$ cat config.mk
export PLATFORM = sky130hd
export DESIGN_NAME = decimating_window_power_meter_db
export DESIGN_NICKNAME = d
export VERILOG_FILES = /design/src/sv/dwpm_pkg.sv /design/src/sv/dwpm_fifo.sv /design/src/sv/dwpm_front.sv /design/src/sv/dwpm_back.sv /design/src/sv/decimating_window_power_meter_db.sv
export SDC_FILE = /design/constraint.sdc
export NUM_CORES = 2
export LEC_CHECK = 0
export BUFFER_PORTS_ARGS = -buffer_cell sky130_fd_sc_hd__buf_2
export CORE_ASPECT_RATIO = 0.9
export CORE_UTILIZATION = 42
export CTS_CLUSTER_DIAMETER = 40
export DETAILED_ROUTE_END_ITERATION = 12
export GPL_ROUTABILITY_DRIVEN = 0
export GPL_TIMING_DRIVEN = 0
export PLACE_DENSITY_LB_ADDON = 0.3
export SLEW_MARGIN = 0
export SYNTH_ARGS = -nofsm -noshare
export SYNTH_HDL_FRONTEND = slang
export SYNTH_SLANG_ARGS = --single-unit
$ cat constraint.sdc
create_clock -name clk_i -period 18.15 [get_ports clk_i]
set_clock_uncertainty 0.1 [all_clocks]
set_input_delay 0.9075 -clock clk_i [delete_from_list [all_inputs] [get_ports clk_i]]
set_output_delay 0.9075 -clock clk_i [all_outputs]
set_load 0.005 [all_outputs]
$ cat src/sv/dwpm_pkg.sv
// Shared types and constants for the decimating window power meter.
// Used by the front, back and top modules; depends on nothing.
package dwpm_pkg;

  // Sample and accumulator widths fixed by the payload
  localparam int SAMPLE_BITS = 16;
  localparam int SUM_BITS    = 55;
  localparam int POWER_BITS  = 11;

  // Default counter width for the top-level parameter
  localparam int COUNT_BITS_DEFAULT = 24;

  // Job queue depth between front and back
  localparam int JOB_DEPTH = 2;

  // Register reset values
  localparam int DECIM_RESET  = 4;
  localparam int WINDOW_RESET = 691200;
  localparam int AVG_RESET    = 180000;

  // Register indexes
  localparam logic [1:0] REG_DECIM  = 2'd0;
  localparam logic [1:0] REG_WINDOW = 2'd1;
  localparam logic [1:0] REG_AVG    = 2'd2;

  // Decimation limits
  localparam logic [4:0] DECIM_MAX = 5'd16;

  // 100*log10(2) in Q16, silent code, output limits
  localparam logic signed [22:0] DB_PER_LOG2_Q16 = 23'sd1972830;
  localparam logic signed [POWER_BITS-1:0] SILENT_DB = -11'sd1000;
  localparam logic signed [15:0] POWER_MAX = 16'sd1023;
  localparam logic signed [15:0] POWER_MIN = -16'sd1024;

  typedef struct packed {
    logic signed [SAMPLE_BITS-1:0] sample;
    logic                          start_window;
  } in_t;

  typedef struct packed {
    logic signed [POWER_BITS-1:0] power_tenths_db;
    logic                         silent;
  } out_t;

endpackage

$ cat src/sv/dwpm_fifo.sv
// Small register queue carrying finished window jobs from front to back.
// Generic width and depth; uses no package items.
module dwpm_fifo #(
  parameter int WIDTH = 8,
  parameter int DEPTH = 2
) (
  input  logic             clk_i,
  input  logic             rst_ni,
  input  logic             push_valid_i,
  input  logic [WIDTH-1:0] push_data_i,
  output logic             push_ready_o,
  input  logic             pop_i,
  output logic             pop_valid_o,
  output logic [WIDTH-1:0] pop_data_o
);

  localparam int PTR_BITS = (DEPTH > 1) ? $clog2(DEPTH) : 1;
  localparam int CNT_BITS = $clog2(DEPTH + 1);

  logic [WIDTH-1:0]    mem_q [DEPTH];
  logic [PTR_BITS-1:0] wr_ptr_q, wr_ptr_d, rd_ptr_q, rd_ptr_d;
  logic [CNT_BITS-1:0] count_q, count_d;
  logic                do_push, do_pop;

  assign push_ready_o = (count_q != CNT_BITS'(DEPTH));
  assign pop_valid_o  = (count_q != '0);
  assign pop_data_o   = mem_q[rd_ptr_q];
  assign do_push      = push_valid_i && push_ready_o;
  assign do_pop       = pop_i && pop_valid_o;

  // Advance pointers and occupancy
  always_comb begin
    wr_ptr_d = wr_ptr_q;
    rd_ptr_d = rd_ptr_q;
    count_d  = count_q;
    if (do_push) begin
      wr_ptr_d = (wr_ptr_q == PTR_BITS'(DEPTH - 1)) ? '0 : wr_ptr_q + 1'b1;
    end
    if (do_pop) begin
      rd_ptr_d = (rd_ptr_q == PTR_BITS'(DEPTH - 1)) ? '0 : rd_ptr_q + 1'b1;
    end
    if (do_push && !do_pop) begin
      count_d = count_q + 1'b1;
    end else if (do_pop && !do_push) begin
      count_d = count_q - 1'b1;
    end
  end

  always_ff @(posedge clk_i or negedge rst_ni) begin
    if (!rst_ni) begin
      wr_ptr_q <= '0;
      rd_ptr_q <= '0;
      count_q  <= '0;
    end else begin
      wr_ptr_q <= wr_ptr_d;
      rd_ptr_q <= rd_ptr_d;
      count_q  <= count_d;
    end
  end

  // Store entries
  always_ff @(posedge clk_i) begin
    if (do_push) begin
      mem_q[wr_ptr_q] <= push_data_i;
    end
  end

endmodule

$ cat src/sv/dwpm_front.sv
// Front end: window tracking, decimation, squaring and saturating accumulation.
// Depends on dwpm_pkg; pushes one job (sum, divisor) per window into the queue.
module dwpm_front #(
  parameter int COUNT_BITS = dwpm_pkg::COUNT_BITS_DEFAULT
) (
  input  logic                   clk_i,
  input  logic                   rst_ni,
  input  logic                   in_valid_i,
  input  dwpm_pkg::in_t          in_data_i,
  output logic                   in_ready_o,
  input  logic [4:0]             decim_i,
  input  logic [COUNT_BITS-1:0]  window_i,
  input  logic [COUNT_BITS-1:0]  avg_i,
  output logic                   push_valid_o,
  output logic [dwpm_pkg::SUM_BITS+COUNT_BITS-1:0] push_data_o,
  input  logic                   push_ready_i
);

  localparam int SB = dwpm_pkg::SAMPLE_BITS;
  localparam int UB = dwpm_pkg::SUM_BITS;

  // Window state
  logic                  cap_q, cap_d;
  logic [3:0]            phase_q, phase_d;
  logic [COUNT_BITS-1:0] in_cnt_q, in_cnt_d, kept_q, kept_d;
  logic [UB-1:0]         sum_q, sum_d;

  // Square stage
  logic                  stg_valid_q, stg_valid_d;
  logic                  stg_keep_q, stg_clr_q, stg_last_q;
  logic [2*SB-1:0]       stg_sq_q;
  logic [COUNT_BITS-1:0] stg_div_q;

  logic                  accept, stg_stall, stg_fire, live;
  logic [4:0]            factor;
  logic [COUNT_BITS-1:0] win, in_base, kept_base, in_new, kept_new, div_max, div;
  logic [3:0]            phase_base;
  logic                  keep, last;
  logic [SB-1:0]         raw, mag;
  logic [2*SB-1:0]       sq;
  logic [UB-1:0]         base, addend;
  logic [UB:0]           total;
  logic [UB-1:0]         sum_new;

  assign stg_stall  = stg_valid_q && stg_last_q && !push_ready_i;
  assign stg_fire   = stg_valid_q && !stg_stall;
  assign in_ready_o = !stg_stall;
  assign accept     = in_valid_i && in_ready_o;

  // Classify the incoming sample
  always_comb begin
    factor = decim_i;
    if (factor == 5'd0) begin
      factor = 5'd1;
    end else if (factor > dwpm_pkg::DECIM_MAX) begin
      factor = dwpm_pkg::DECIM_MAX;
    end
    win = (window_i == '0) ? COUNT_BITS'(1) : window_i;

    live       = in_data_i.start_window || cap_q;
    phase_base = in_data_i.start_window ? 4'd0 : phase_q;
    in_base    = in_data_i.start_window ? '0 : in_cnt_q;
    kept_base  = in_data_i.start_window ? '0 : kept_q;

    keep     = (phase_base == 4'd0);
    kept_new = kept_base + COUNT_BITS'(keep);
    in_new   = in_base + 1'b1;
    last     = (in_new >= win);

    div_max = (kept_new > avg_i) ? kept_new : avg_i;
    div     = (div_max == '0) ? COUNT_BITS'(1) : div_max;

    raw = in_data_i.sample;
    mag = raw[SB-1] ? (~raw + 1'b1) : raw;
    sq  = mag * mag;

    cap_d    = cap_q;
    phase_d  = phase_q;
    in_cnt_d = in_cnt_q;
    kept_d   = kept_q;
    if (accept && live) begin
      cap_d    = !last;
      phase_d  = ({1'b0, phase_base} + 5'd1 >= factor) ? 4'd0 : phase_base + 4'd1;
      in_cnt_d = in_new;
      kept_d   = kept_new;
    end
  end

  // Accumulate the staged square with saturation
  always_comb begin
    base    = stg_clr_q ? '0 : sum_q;
    addend  = stg_keep_q ? UB'(stg_sq_q) : '0;
    total   = {1'b0, base} + {1'b0, addend};
    sum_new = total[UB] ? '1 : total[UB-1:0];
    sum_d   = stg_fire ? sum_new : sum_q;
  end

  assign push_valid_o = stg_valid_q && stg_last_q;
  assign push_data_o  = {sum_new, stg_div_q};

  // Load the stage when it moves or is empty
  assign stg_valid_d = (stg_valid_q && stg_stall) || (accept && live);

  always_ff @(posedge clk_i or negedge rst_ni) begin
    if (!rst_ni) begin
      cap_q       <= 1'b0;
      phase_q     <= 4'd0;
      in_cnt_q    <= '0;
      kept_q      <= '0;
      sum_q       <= '0;
      stg_valid_q <= 1'b0;
    end else begin
      cap_q       <= cap_d;
      phase_q     <= phase_d;
      in_cnt_q    <= in_cnt_d;
      kept_q      <= kept_d;
      sum_q       <= sum_d;
      stg_valid_q <= stg_valid_d;
    end
  end

  always_ff @(posedge clk_i) begin
    if (accept && live) begin
      stg_keep_q <= keep;
      stg_clr_q  <= in_data_i.start_window;
      stg_last_q <= last;
      stg_sq_q   <= sq;
      stg_div_q  <= div;
    end
  end

endmodule

$ cat src/sv/dwpm_back.sv
// Back end: fixed-point log2 of sum and divisor, dB scaling, rounding, clamping, output register.
// Depends on dwpm_pkg; pops one job from the queue and delivers one result.
module dwpm_back #(
  parameter int COUNT_BITS = dwpm_pkg::COUNT_BITS_DEFAULT
) (
  input  logic                   clk_i,
  input  logic                   rst_ni,
  input  logic                   job_valid_i,
  input  logic [dwpm_pkg::SUM_BITS+COUNT_BITS-1:0] job_data_i,
  output logic                   job_pop_o,
  output logic                   out_valid_o,
  output dwpm_pkg::out_t         out_data_o,
  input  logic                   out_ready_i
);

  localparam int UB = dwpm_pkg::SUM_BITS;
  localparam int EB = $clog2(UB);
  localparam int LB = EB + 16;

  localparam logic [2:0] ST_IDLE = 3'd0;
  localparam logic [2:0] ST_NORM = 3'd1;
  localparam logic [2:0] ST_SQR  = 3'd2;
  localparam logic [2:0] ST_UPD  = 3'd3;
  localparam logic [2:0] ST_MUL  = 3'd4;
  localparam logic [2:0] ST_RND  = 3'd5;
  localparam logic [2:0] ST_DONE = 3'd6;

  logic [2:0]            state_q, state_d;
  logic                  out_valid_q, out_valid_d;
  logic                  op_q;
  logic [UB-1:0]         x_q;
  logic [EB-1:0]         e_q;
  logic [30:0]           m_q;
  logic [61:0]           prod_q;
  logic [15:0]           frac_q;
  logic [3:0]            bit_q;
  logic [COUNT_BITS-1:0] div_q;
  logic [LB-1:0]         lsum_q;
  logic signed [LB:0]    d_q;
  logic signed [47:0]    p_q;
  dwpm_pkg::out_t        res_q, out_q;

  logic [UB-1:0]         job_sum;
  logic [COUNT_BITS-1:0] job_div;
  logic [31:0]           sq;
  logic [15:0]           frac_n;
  logic [LB-1:0]         lval;
  logic signed [47:0]    rnd;
  logic signed [15:0]    t;
  logic                  load_out;

  assign job_sum = job_data_i[UB+COUNT_BITS-1:COUNT_BITS];
  assign job_div = job_data_i[COUNT_BITS-1:0];
  assign sq      = prod_q[61:30];
  assign frac_n  = {frac_q[14:0], sq[31]};
  assign lval    = {e_q, frac_n};
  assign rnd     = p_q + 48'sd2147483648;
  assign t       = rnd[47:32];

  assign job_pop_o = (state_q == ST_IDLE) && job_valid_i;
  assign load_out  = (state_q == ST_DONE) && (!out_valid_q || out_ready_i);

  // Sequence the log unit
  always_comb begin
    state_d = state_q;
    case (state_q)
      ST_IDLE: begin
        if (job_valid_i) begin
          state_d = (job_sum == '0) ? ST_DONE : ST_NORM;
        end
      end
      ST_NORM: begin
        if (x_q[UB-1]) begin
          state_d = ST_SQR;
        end
      end
      ST_SQR: state_d = ST_UPD;
      ST_UPD: begin
        if (bit_q == 4'd15) begin
          state_d = op_q ? ST_MUL : ST_NORM;
        end else begin
          state_d = ST_SQR;
        end
      end
      ST_MUL:  state_d = ST_RND;
      ST_RND:  state_d = ST_DONE;
      ST_DONE: begin
        if (load_out) begin
          state_d = ST_IDLE;
        end
      end
      default: state_d = ST_IDLE;
    endcase
  end

  // Hold the result until the transaction completes
  always_comb begin
    out_valid_d = out_valid_q;
    if (load_out) begin
      out_valid_d = 1'b1;
    end else if (out_ready_i) begin
      out_valid_d = 1'b0;
    end
  end

  always_ff @(posedge clk_i or negedge rst_ni) begin
    if (!rst_ni) begin
      state_q     <= ST_IDLE;
      out_valid_q <= 1'b0;
    end else begin
      state_q     <= state_d;
      out_valid_q <= out_valid_d;
    end
  end

  // Datapath of the log unit
  always_ff @(posedge clk_i) begin
    case (state_q)
      ST_IDLE: begin
        op_q  <= 1'b0;
        x_q   <= job_sum;
        e_q   <= EB'(UB - 1);
        div_q <= job_div;
        res_q <= '{power_tenths_db: dwpm_pkg::SILENT_DB, silent: 1'b1};
      end
      ST_NORM: begin
        if (x_q[UB-1]) begin
          m_q    <= x_q[UB-1 -: 31];
          frac_q <= '0;
          bit_q  <= 4'd0;
        end else begin
          x_q <= {x_q[UB-2:0], 1'b0};
          e_q <= e_q - 1'b1;
        end
      end
      ST_SQR: prod_q <= m_q * m_q;
      ST_UPD: begin
        m_q    <= sq[31] ? sq[31:1] : sq[30:0];
        frac_q <= frac_n;
        bit_q  <= bit_q + 1'b1;
        if (bit_q == 4'd15) begin
          if (op_q) begin
            d_q <= $signed({1'b0, lsum_q}) - $signed({1'b0, lval});
          end else begin
            lsum_q <= lval;
            op_q   <= 1'b1;
            x_q    <= UB'(div_q);
            e_q    <= EB'(UB - 1);
          end
        end
      end
      ST_MUL: p_q <= 48'(d_q) * 48'(dwpm_pkg::DB_PER_LOG2_Q16);
      ST_RND: begin
        res_q.silent <= 1'b0;
        if (t > dwpm_pkg::POWER_MAX) begin
          res_q.power_tenths_db <= dwpm_pkg::POWER_MAX[dwpm_pkg::POWER_BITS-1:0];
        end else if (t < dwpm_pkg::POWER_MIN) begin
          res_q.power_tenths_db <= dwpm_pkg::POWER_MIN[dwpm_pkg::POWER_BITS-1:0];
        end else begin
          res_q.power_tenths_db <= t[dwpm_pkg::POWER_BITS-1:0];
        end
      end
      default: ;
    endcase
    if (load_out) begin
      out_q <= res_q;
    end
  end

  assign out_valid_o = out_valid_q;
  assign out_data_o  = out_q;

endmodule

$ cat src/sv/decimating_window_power_meter_db.sv
// Decimating window power meter: takes one audio sample per clock cycle
// while the input is not stalled, and within a capture window squares
// and accumulates every decimation-th sample. At the end of each window it
// gives one result, 10*log10(sum / max(kept, average_length)) in tenths of
// dB. The delay of the result after the window's last sample is set by the
// one-bit-a-cycle normalizing shifter and the squaring step (ST_SQR, then
// ST_UPD) of the shared log2 unit, which runs once for the sum and once
// for the divisor; a silent window (zero sum) skips the log unit.
// Up to two finished windows queue ahead of the log unit; input stalls only
// when that queue is full. Registers sit on an APB port at 0x0, 0x4, 0x8.
module decimating_window_power_meter_db #(
  parameter int COUNT_BITS = dwpm_pkg::COUNT_BITS_DEFAULT
) (
  input  logic           clk_i,
  input  logic           rst_ni,
  input  logic           in_valid_i,
  input  dwpm_pkg::in_t  in_data_i,
  output logic           in_ready_o,
  output logic           out_valid_o,
  output dwpm_pkg::out_t out_data_o,
  input  logic           out_ready_i,
  input  logic           psel,
  input  logic           penable,
  input  logic           pwrite,
  input  logic [3:0]     paddr,
  input  logic [31:0]    pwdata,
  output logic [31:0]    prdata,
  output logic           pready
);

  localparam int JOB_BITS = dwpm_pkg::SUM_BITS + COUNT_BITS;

  logic [4:0]            decim_q;
  logic [COUNT_BITS-1:0] window_q, avg_q;
  logic                  wr_en;
  logic                  push_valid, push_ready, job_valid, job_pop;
  logic [JOB_BITS-1:0]   push_data, job_data;

  // Register file
  assign pready = 1'b1;
  assign wr_en  = psel && penable && pwrite && pready;

  always_ff @(posedge clk_i or negedge rst_ni) begin
    if (!rst_ni) begin
      decim_q  <= 5'(dwpm_pkg::DECIM_RESET);
      window_q <= COUNT_BITS'(dwpm_pkg::WINDOW_RESET);
      avg_q    <= COUNT_BITS'(dwpm_pkg::AVG_RESET);
    end else if (wr_en) begin
      case (paddr[3:2])
        dwpm_pkg::REG_DECIM:  decim_q  <= pwdata[4:0];
        dwpm_pkg::REG_WINDOW: window_q <= pwdata[COUNT_BITS-1:0];
        dwpm_pkg::REG_AVG:    avg_q    <= pwdata[COUNT_BITS-1:0];
        default: ;
      endcase
    end
  end

  always_comb begin
    case (paddr[3:2])
      dwpm_pkg::REG_DECIM:  prdata = 32'(decim_q);
      dwpm_pkg::REG_WINDOW: prdata = 32'(window_q);
      dwpm_pkg::REG_AVG:    prdata = 32'(avg_q);
      default:              prdata = '0;
    endcase
  end

  dwpm_front #(
    .COUNT_BITS(COUNT_BITS)
  ) u_front (
    .clk_i       (clk_i),
    .rst_ni      (rst_ni),
    .in_valid_i  (in_valid_i),
    .in_data_i   (in_data_i),
    .in_ready_o  (in_ready_o),
    .decim_i     (decim_q),
    .window_i    (window_q),
    .avg_i       (avg_q),
    .push_valid_o(push_valid),
    .push_data_o (push_data),
    .push_ready_i(push_ready)
  );

  dwpm_fifo #(
    .WIDTH(JOB_BITS),
    .DEPTH(dwpm_pkg::JOB_DEPTH)
  ) u_fifo (
    .clk_i       (clk_i),
    .rst_ni      (rst_ni),
    .push_valid_i(push_valid),
    .push_data_i (push_data),
    .push_ready_o(push_ready),
    .pop_i       (job_pop),
    .pop_valid_o (job_valid),
    .pop_data_o  (job_data)
  );

  dwpm_back #(
    .COUNT_BITS(COUNT_BITS)
  ) u_back (
    .clk_i      (clk_i),
    .rst_ni     (rst_ni),
    .job_valid_i(job_valid),
    .job_data_i (job_data),
    .job_pop_o  (job_pop),
    .out_valid_o(out_valid_o),
    .out_data_o (out_data_o),
    .out_ready_i(out_ready_i)
  );

endmodule
==> flow_metrics.py <==
metrics = {
    "detailed_routing": {
        "drt-pass1-iter-count": 8,
        "drcViolationCount": 0,
        "routedWlPerCell_um": 19.4,
        "viasPerCell": 5.20,
        "routed_wl_um": 189000,
        "drt-met1-wl_um": 84300,
        "via_count": 50789,
        "wl_met2_um": 84700,
        "highest_layer": "met5",
        "wl_met3_um": 14400,
        "drtIter0Drc": 3924,
        "drtAntennaViolNets": 0,
    },
    "clocking": {
        "clockBufferDepth": 3,
        "clock_latency_ps": 650,
        "cts_tree": "yes",
        "clk_pin_slew_ps": 60,
        "cts_root_buffer": "clkbuf_16",
        "ctsHtreeMaxLevel": 3,
        "ctsHoldBuffers": 0,
        "post_cts_resized": 0,
        "cts_buffers": 81,
        "post_cts_buffers": 0,
        "clock_sinks": 637,
    },
    "synthesis": {
        "synthCells": 7211,
        "synth_xor_area_share_pct": 3.07,
        "synth_fa_ha_area_share_pct": 42.1,
        "synth_ff_type": "edfxtp_1",
        "yosys.area_share.simple_pct": 10.8,
        "synth_cell_types": 96,
        "ys_async_sr_fraction_pct": 26.7,
        "synthesis.area_um2": 73500,
        "synth_top_family_by_area": "adder cells",
        "synth_edf_count": 467,
        "yosys.area.top_type_share_pct": 31.0,
        "synthTopCellsByArea": "fa_1 (31%), edfxtp_1 (19%), ha_1 (11%)",
        "synth_compound_area_share_pct": 6.97,
        "synth.yosys.seq_area_share_pct": 24.9,
        "ys_seq_elements": 637,
        "yosys_warnings": 0,
        "muxShareOfSynthArea_pct": 2.55,
        "yosys.area.top_type": "fa_1",
        "syn_area_per_cell_um2": 10.2,
    },
    "critical_path": {
        "critPathCapture": "u_back.prod_q[54]",
        "end_kind": "register",
        "rr_worst_depth": 27,
        "r2r_slack_ps": 7550,
        "required_ps": 18450,
        "worstSetupStartpoint": "u_back.m_q[9]",
        "crit_arrival_ps": 10900,
        "crit_type": "reg2reg",
        "r2r_end": "u_back.prod_q[54]",
        "r2r_start": "u_back.m_q[9]",
        "crit_fanout": 10,
        "crit_path_start_kind": "register",
    },
    "die": {
        "dieArea_um2": 177000,
        "start_util_pct": 42.3,
        "pin_count": 107,
        "num_rows": 145,
        "coreArea_um2": 174000,
        "die_w_um": 443,
        "die-height_um": 399,
    },
    "finish": {
        "n_fill_cell": 16136,
        "regArea_um2": 18300,
        "multi_input_area_um2": 48300,
        "drive_gt1_share_pct": 5.44,
        "nNetsFinal": 9268,
        "syn_to_final_growth_pct": 8.98,
    },
    "timing": {
        "tns_ps": 0,
        "tightest_slew_ps": 1220,
        "drv_slew": 0,
        "fin_crit_sh_pct": 58.4,
        "clock.fmax_mhz": 94.3,
        "final.min_clock_period_ps": 10600,
        "hold_violations": 0,
        "relSlewSlack_pct": 18.4,
        "setup_viol": 0,
        "rsz0062_at_grt": "false",
    },
    "global_routing": {
        "grt_antenna_before_repair": 4,
        "grt_max_degree": 87,
        "grt_pass1_wl_um": 301000,
        "grt_use_total_pct": 21.8,
        "globalRoute.totalOverflow": 0,
        "grt_pass1_vias": 53504,
    },
    "min_path": {
        "hold_class": "in2async",
    },
    "job": {
        "cap_violations": 0,
    },
    "run_status": {
        "status": "finished, final reports clean",
    },
    "place": {
        "dp_hpwl_um": 155000,
        "numPortBuffers": 85,
    },
}
==> area by class of cell <==
class,instances,share of cell area (%)
diodes,3,0.00937
well taps,2278,3.56
inverters,1615,7.57
clock inverters,61,0.988
plain buffers,241,1.20
multi-input cells,4737,60.3
repair buffers,103,0.926
flip-flops and latches,637,22.8
clock buffers,90,2.63
==> critical path, cell delays in order (launching register included) <==
cell      delay [ps]
edfxtp_1         460
clkbuf_1         840
clkbuf_1         840
nand2_1          190
fa_1             470
inv_1            150
fa_1             510
fa_1             530
inv_1             50
fa_1             510
inv_1             70
fa_1             480
fa_1             500
fa_1             500
inv_1             80
fa_1             550
inv_1             60
ha_1             350
a21oi_1          430
o21ai_0          210
a21oi_1          250
nor2_1            80
a21oi_1          670
a21oi_1          320
a211oi_1         600
o21ai_0          250
a21oi_1          220
xnor2_1           90
==> registers in the layout, indices dropped and copies added, names as in the netlist, 31 cells and up <==
name	count
u_back.m_q	31
u_back.prod_q	32
u_back.x_q	55
u_fifo.mem_q	158
u_front.stg_sq_q	31
u_front.sum_q	55
==> cells in the mapped netlist, drive strengths merged, types with 8 or more instances <==
master  number
nor4        38
nand3       79
dfrtp      155
fa        1137
nand4       45
and2       233
ha         655
mux2i      106
a31oi       51
nand2      715
nor3        49
a21oi      215
a31o        11
nor2       315
buf         32
xor2        97
a221oi      25
o21ai      221
a21o        92
clkinv      10
edfxtp     467
and3        33
o21bai      16
o21a        17
nor2b       85
inv       1605
mux2        72
o211ai      26
dfstp       15
a22o        23
xnor2      161
nand2b      42
o31ai       14
or4          8
a211oi      19
clkbuf     209
or3         19
==> logic make-up after synthesis <==
logic type / after synthesis
AOI/OAI and AO/OA: 797
DFF: 637
other: 2
xor gates and xnor gates: 258
adders and majority gates: 1792
and+or+nand+nor: 1691
buffers and inverters: 1856
muxes: 178
==> layout by cell type (no fill, tap or decap), types with 12 or more instances in the layout <==
cell type	Yosys	layout
a211oi_1	19	19
a21o_1	92	92
a21oi_1	213	213
a221oi_1	25	25
a22o_1	23	23
a31oi_1	49	49
and2_1	233	232
and3_1	32	32
buf_2	11	96
clkbuf_1	208	215
clkbuf_16	0	83
clkinv_1	10	15
conb_1	2	21
dfrtp_1	155	155
dfstp_2	15	15
edfxtp_1	467	467
fa_1	1137	1137
ha_1	655	655
inv_1	1605	1605
mux2_2	72	72
mux2i_1	106	106
nand2_1	713	713
nand2b_1	42	42
nand3_1	78	78
nand4_1	43	43
nor2_1	313	310
nor2b_1	85	85
nor3_1	46	45
nor4_1	38	38
o211ai_1	25	25
o21a_1	16	16
o21ai_0	205	205
o21ai_1	14	14
o21bai_1	15	15
o31ai_1	12	12
or3_1	19	19
xnor2_1	161	161
xor2_1	97	97
==> per-layer routing <==
metal  vias to the layer above  GRT usage (%)
met2                      1744           34.2
met3                       359           3.77
li1                      23214              -
met1                     25470           31.0
met5                         -              0
met4                         2           6.18
==> worst min path at each step <==
stage                          startpoint              endpoint  slack [ps]  depth (start not counted)
after floorplan           u_back.res_q[0]  u_back.out_data_o[0]         300                          0
after global placement    u_back.res_q[9]  u_back.out_data_o[9]         310                          0
after detailed placement  u_back.res_q[6]  u_back.out_data_o[6]         310                          0
after CTS                          rst_ni   u_front.in_cnt_q[6]         160                          1
after global routing               rst_ni   u_front.in_cnt_q[2]         210                          1
final                              rst_ni   u_front.in_cnt_q[8]         180                          1
==> per-stage QoR <==
step / hold slack (ps) / util (%) / worst slack (ps) / instance area (um^2) / cells
floorplan: 300 / - / 10060 / 73600 / 7230
global placement: 310 / 44.3 / 7980 / 76900 / 9593
detailed placement: 310 / 44.5 / 7930 / 77200 / 9611
CTS: 161 / 46.1 / 7960 / 80100 / 9762
global route: 205 / 46.1 / 7400 / 80100 / 9762
finish: 179 / 46.1 / 7550 / 80100 / 9765
Power is not shown: default switching activity piles up to over one toggle a cycle in this logic, so the estimate is an artifact.
